<file path="src/sv/pcsc_pkg.sv">
// Shared types, constants and helper functions of the portal column span clipper.
package pcsc_pkg;

    // defaults for top-level parameters
    localparam int MAX_SECTORS_DEF   = 64;
    localparam int SCREEN_HEIGHT_DEF = 512;
    localparam int NUM_RAYS_DEF      = 256;

    // field widths
    localparam int HW   = 16;   // heights, Q12.4
    localparam int SIDW = 7;    // sector id
    localparam int COLW = 8;
    localparam int HDW  = 20;
    localparam int CSW  = 16;
    localparam int DOTW = 10;
    localparam int PSW  = 16;
    localparam int OW   = 14;   // span top / length
    localparam int CW   = 8;    // color channel
    localparam int KW   = 2;

    // arithmetic widths
    localparam int DW   = 21;   // projected distance
    localparam int DVW  = 40;   // dividend / quotient
    localparam int RW   = 42;   // signed screen row, full width
    localparam int DCW  = $clog2(DVW);

    // config port
    localparam int CIW  = 2;
    localparam int CDW  = 16;
    localparam logic [CIW-1:0] CFG_EYE_HEIGHT   = 2'd0;
    localparam logic [CIW-1:0] CFG_START_SECTOR = 2'd1;
    localparam logic [CIW-1:0] CFG_PROJ_SCALE   = 2'd2;

    localparam logic [SIDW-1:0] START_SECTOR_RST = 7'd1;
    localparam logic [PSW-1:0]  PROJ_SCALE_RST   = 16'd256;

    localparam logic [KW-1:0] KIND_SOLID = 2'd0;
    localparam logic [KW-1:0] KIND_UPPER = 2'd1;
    localparam logic [KW-1:0] KIND_LOWER = 2'd2;

    localparam logic [CW-1:0] CMAX = 8'd255;

    typedef struct packed {
        logic                   op;
        logic                   first;
        logic [COLW-1:0]        col;
        logic [HDW-1:0]         hd;
        logic [CSW-1:0]         cs;
        logic [SIDW-1:0]        front;
        logic [SIDW-1:0]        back;
        logic signed [HW-1:0]   ceil_h;
        logic signed [HW-1:0]   floor_h;
        logic signed [DOTW-1:0] dot;
    } t_item;

    // controller -> datapath
    typedef struct packed {
        logic       capture;
        logic       ram_we;
        logic       rd_next;
        logic       first_apply;
        logic       lat_cur;
        logic       lat_next;
        logic       mul_ld;
        logic       div_step;
        logic       row_st;
        logic [1:0] k;
        logic       emit_a;
        logic       emit_b;
        logic       update;
    } t_cmd;

    // datapath -> controller
    typedef struct packed {
        logic is_load;
        logic skip;
        logic solid;
        logic out_free;
    } t_stat;

    // saturate a x256 value to one 8-bit channel
    function automatic logic [CW-1:0] sat8(input logic signed [17:0] x);
        logic signed [17:0] s;
        begin
            s = x >>> 8;
            if (x < 0) sat8 = '0;
            else if (s > 18'sd255) sat8 = CMAX;
            else sat8 = s[CW-1:0];
        end
    endfunction

    // shade base: (dot + 256) * 100 + 55 * 256
    function automatic logic signed [17:0] shade(input logic signed [DOTW-1:0] dot);
        logic signed [17:0] d;
        begin
            d = 18'(dot) + 18'sd256;
            shade = d * 18'sd100 + 18'sd14080;
        end
    endfunction

endpackage

</file>
<file path="src/sv/pcsc_ctrl.sv">
// Sequencer of the portal column span clipper: item flow, projection loop, span emission.
module pcsc_ctrl (
    input  logic            i_clk,
    input  logic            i_rst_n,
    input  logic            i_valid,
    output logic            o_ready,
    input  pcsc_pkg::t_stat i_stat,
    output pcsc_pkg::t_cmd  o_cmd
);
    import pcsc_pkg::*;

    typedef enum logic [9:0] {
        S_IDLE  = 10'b0000000001,
        S_CHECK = 10'b0000000010,
        S_RDCUR = 10'b0000000100,
        S_RDNXT = 10'b0000001000,
        S_MUL   = 10'b0000010000,
        S_DIV   = 10'b0000100000,
        S_STORE = 10'b0001000000,
        S_EMITA = 10'b0010000000,
        S_EMITB = 10'b0100000000,
        S_UPD   = 10'b1000000000
    } t_state;

    t_state r_state, n_state;
    logic [1:0]     r_k, n_k;
    logic [DCW-1:0] r_cnt, n_cnt;

    always_ff @(posedge i_clk) begin
        if (!i_rst_n) begin
            r_state <= S_IDLE;
            r_k     <= '0;
            r_cnt   <= '0;
        end else begin
            r_state <= n_state;
            r_k     <= n_k;
            r_cnt   <= n_cnt;
        end
    end

    assign o_ready = (r_state == S_IDLE);

    always_comb begin
        n_state = r_state;
        n_k     = r_k;
        n_cnt   = r_cnt;
        o_cmd   = '0;
        o_cmd.k = r_k;
        case (r_state)
            S_IDLE: begin
                o_cmd.capture = i_valid;
                if (i_valid) n_state = S_CHECK;
            end
            S_CHECK: begin
                if (i_stat.is_load) begin
                    o_cmd.ram_we = 1'b1;
                    n_state = S_IDLE;
                end else if (i_stat.skip) begin
                    n_state = S_IDLE;
                end else begin
                    o_cmd.first_apply = 1'b1;
                    n_state = S_RDCUR;
                end
            end
            S_RDCUR: begin
                o_cmd.lat_cur = 1'b1;
                o_cmd.rd_next = 1'b1;
                n_state = S_RDNXT;
            end
            S_RDNXT: begin
                o_cmd.lat_next = 1'b1;
                n_k = '0;
                n_state = S_MUL;
            end
            S_MUL: begin
                o_cmd.mul_ld = 1'b1;
                n_cnt = '0;
                n_state = S_DIV;
            end
            S_DIV: begin
                o_cmd.div_step = 1'b1;
                n_cnt = r_cnt + 1'b1;
                if (r_cnt == DCW'(DVW - 1)) n_state = S_STORE;
            end
            S_STORE: begin
                o_cmd.row_st = 1'b1;
                // solid walls need only the current sector's two rows
                if ((i_stat.solid && r_k == 2'd1) || r_k == 2'd3) begin
                    n_state = S_EMITA;
                end else begin
                    n_k = r_k + 1'b1;
                    n_state = S_MUL;
                end
            end
            S_EMITA: begin
                if (i_stat.out_free) begin
                    o_cmd.emit_a = 1'b1;
                    n_state = S_EMITB;
                end
            end
            S_EMITB: begin
                if (i_stat.out_free) begin
                    o_cmd.emit_b = 1'b1;
                    n_state = S_UPD;
                end
            end
            S_UPD: begin
                o_cmd.update = 1'b1;
                n_state = S_IDLE;
            end
            default: n_state = S_IDLE;
        endcase
    end
endmodule

</file>
<file path="config.mk">
export PLATFORM = sky130hd
export DESIGN_NAME = pcsc_ctrl
export DESIGN_NICKNAME = d
export VERILOG_FILES = /design/src/sv/pcsc_pkg.sv /design/src/sv/pcsc_ctrl.sv
export SDC_FILE = /design/constraint.sdc
export NUM_CORES = 1
export LEC_CHECK = 0
export BUFFER_PORTS_ARGS = -buffer_cell sky130_fd_sc_hd__buf_2
export CAP_MARGIN = 5
export CORE_ASPECT_RATIO = 1.25
export CORE_MARGIN = 5
export CORE_UTILIZATION = 48
export CTS_BUF_LIST = sky130_fd_sc_hd__clkbuf_16
export CTS_CLUSTER_SIZE = 24
export DETAILED_ROUTE_END_ITERATION = 7
export PLACE_DENSITY = 0.73
export SYNTH_ARGS = -nofsm -noshare
export SYNTH_HDL_FRONTEND = slang
export SYNTH_SLANG_ARGS = --single-unit
</file>
<file path="constraint.sdc">
create_clock -name i_clk -period 1.9 [get_ports i_clk]
set_input_delay 0.38 -clock i_clk [delete_from_list [all_inputs] [get_ports i_clk]]
set_output_delay 0.38 -clock i_clk [all_outputs]
set_load 0.01 [all_outputs]
</file>
==> run summary <==
Vias/cell = 5.86
Top-level port count = 22
Crit path largest cell delay = 0.44 ns
Initial core utilization = 50.9%
Slew @ Worst Pin = 0.348 ns
WP buf/inv = 1
Most frequent cells in the layout = buf_4, buf_2, nand2_1, dfxtp_1, nor2_1
Hold path depth = 2
R2R Setup Slk = 0.01 ns
Cells after Synth = 138
HP Start = i_stat[2]
Final Skew = 0.00661 ns
Met2 Usage GRT = 32.2%
Gp weighted congestion = 0.988
CTS tree = built
Hpwl dp = 2150 um
Clock sinks = 18
Reg2reg end = r_state[5]
Worst VDD drop = 523 uV
Post-synthesis register bit count = 18
Synth Area per Inst = 8.15 um^2
Rel. slew slack = 76.7%
Synth-to-Final Area Change = 49.6%
Final antenna-violating net count = 0
PortBufs = 21
Nets = 198
WS Path Type = flip-flop to output port
Die area = 3420 um^2
Post-synth cell types = 45
Largest net degree at the start of global routing = 11
N_diodes = 0
Seq/Total Area, Yosys = 32.0%
Dpl ws = 0.0497 ns
Cell area after synthesis = 1120 um^2
Met1 Use GR = 24.8%
Die height = 64.1 um
Critical path depth = 5
Endpoint class of the critical path = output port
Initial antenna violation count = 0
Critical-path cell list = nor4_4, nand2_2, or4_4, nor3_2, buf_2
Num rows = 19
Setup TNS = -0.833 ns
Min Hold Slack = 0.356 ns
Async set or reset register ratio after synthesis = 0%
MaxCap Viol Count = 0
Ratio of cells with drive above 1 in the final layout = 47.1%
Maximum clock path buffer count = 2
Die width = 53.3 um
Worst Hold Endpoint = r_state[2]
RSZ-0062 raised after global routing = true
Clock insertion delay at the later pin of the skew report = 0.25 ns
Critical Path RT = 1.52 ns
Max-slew violations = 0
Core footprint = 2210 um^2
CTS Buf Count = 3
Total power = 0.947 mW
Ys flop type = dfxtp_1
Status = finished, violations left
Syn. warnings = 0
Total global routing overflow = 0
Final Critical Period = 2.11 ns
R2R depth = 10
Final Hold Fails = 0
Wire per inst = 15.3 um
DR pass1 iterations = 4
Vias = 1277
Final WL = 3350 um
Placed cell area = 1350 um^2
Worst EP arrival = 1.73 ns
Failing checks = negative setup slack
Design Area, Final = 1680 um^2
Slowest stage cell on the critical path = or4_4
Worst Hold Class = input port to flip-flop
Fin crit share = 111%
Leak = 0.723 nW
Power per Cell Area = 563 nW/um^2
Most common cell after layout, fill and taps aside = buf_4
Initial DRC Count = 43
Final WS setup = -0.209 ns
Clock transition at path regs = 0.05 ns
Fmax = 474 MHz
Number of synthesized flops with an enable pin = 0
Syn nets = 148
Met3 Track Usage GR = 4.19%
Crit-path leading delay family = simple AND/OR/NAND/NOR gates
Vias in the first global route = 1154
Worst r2r src = r_state[6]
CP max FO = 3
Post-route DRC = 0
First-pass GRT wire length = 5260 um
GRT Total Usage = 20.2%
Final count of negative-setup-slack endpoints = 8
GRT Max-Usage Layer = met2
H-tree levels = 1
CP startpoint kind = flip-flop
Clock Tree Root = clkbuf_16
[per-layer routing]
| metal | up-vias | routed length [um] |
|---|---|---|
| li1 | 597 | - |
| met4 | 0 | 140 |
| met1 | 612 | 1310 |
| met3 | 13 | 176 |
| met2 | 55 | 1720 |
| met5 | - | 0 |
[final cells by class]
cell class / count / area (um^2)
inverter: 7 / 26.3
tap: 31 / 38.8
clock buffer: 3 / 75.1
fill: 157 / 528
clock inverter: 1 / 3.75
sequential: 18 / 372
multi-input combinational: 108 / 813
timing repair buffer: 50 / 354
[worst max-delay path by stage]
stage / from / end / slack (ns)
global route: r_state[6] / o_cmd[10] / -0.30
floorplan: r_state[5] / o_cmd[10] / -0.05
global placement: r_state[4] / o_cmd[10] / 0.07
finish: r_state[6] / o_cmd[10] / -0.21
detailed placement: r_state[4] / o_cmd[10] / 0.05
CTS: r_state[4] / o_cmd[10] / -0.24
[power breakdown]
part	switching [mW]	internal [mW]	leakage [nW]
registers	0.00671	0.381	0.148
clock network	0.155	0.280	0.0385
logic	0.0690	0.0554	0.536
total	0.230	0.716	0.723
[cells in the mapped netlist, types with 2 or more instances]
cell type	count	area [um^2]
nand2_1	16	60.1
nand4_1	2	12.5
nand2b_1	6	37.5
a41oi_1	2	17.5
ha_1	3	37.5
dfxtp_1	18	360
nor2_1	13	48.8
or2_2	2	12.5
a311oi_1	4	35.0
or2_0	2	12.5
nor4_4	3	63.8
buf_2	2	10.0
inv_1	6	22.5
nand3_1	4	20.0
nor3_1	8	40.0
and4_1	2	17.5
nor4_1	3	18.8
and3_1	2	12.5
nor2b_1	3	18.8
a21oi_1	11	55.1
xor2_1	2	17.5
[metrics by stage]
stage	instances	util, %
after floorplan	138	-
after global placement	198	60.8
after detailed placement	198	60.8
after CTS	213	70.5
after global routing	218	76.1
final	218	76.1
[cells by family after synthesis]
kind of cell / Yosys count / share of synthesized area (%)
simple gates: 78 / 42.7
compound gates: 23 / 13.3
flops: 18 / 32.0
buf+inv: 12 / 5.23
xor+xnor: 3 / 2.34
fa+ha+maj: 3 / 3.34
mux: 1 / 1.00
[sequential cells by signal, indices dropped and copies added (netlist names)]
| register | cells |
|---|---|
| r_state | 10 |
| r_cnt | 6 |
| r_k | 2 |
[what timing repair did]
item                       in CTS  in global routing
hold buffers                    0                  0
hold endpoints to repair        0                  0
setup endpoints to repair       9                 18
resized for setup              13                 22
pin swaps                       6                 13
buffers inserted               11                  7
Note: power is estimated with default switching activity, not from simulation.
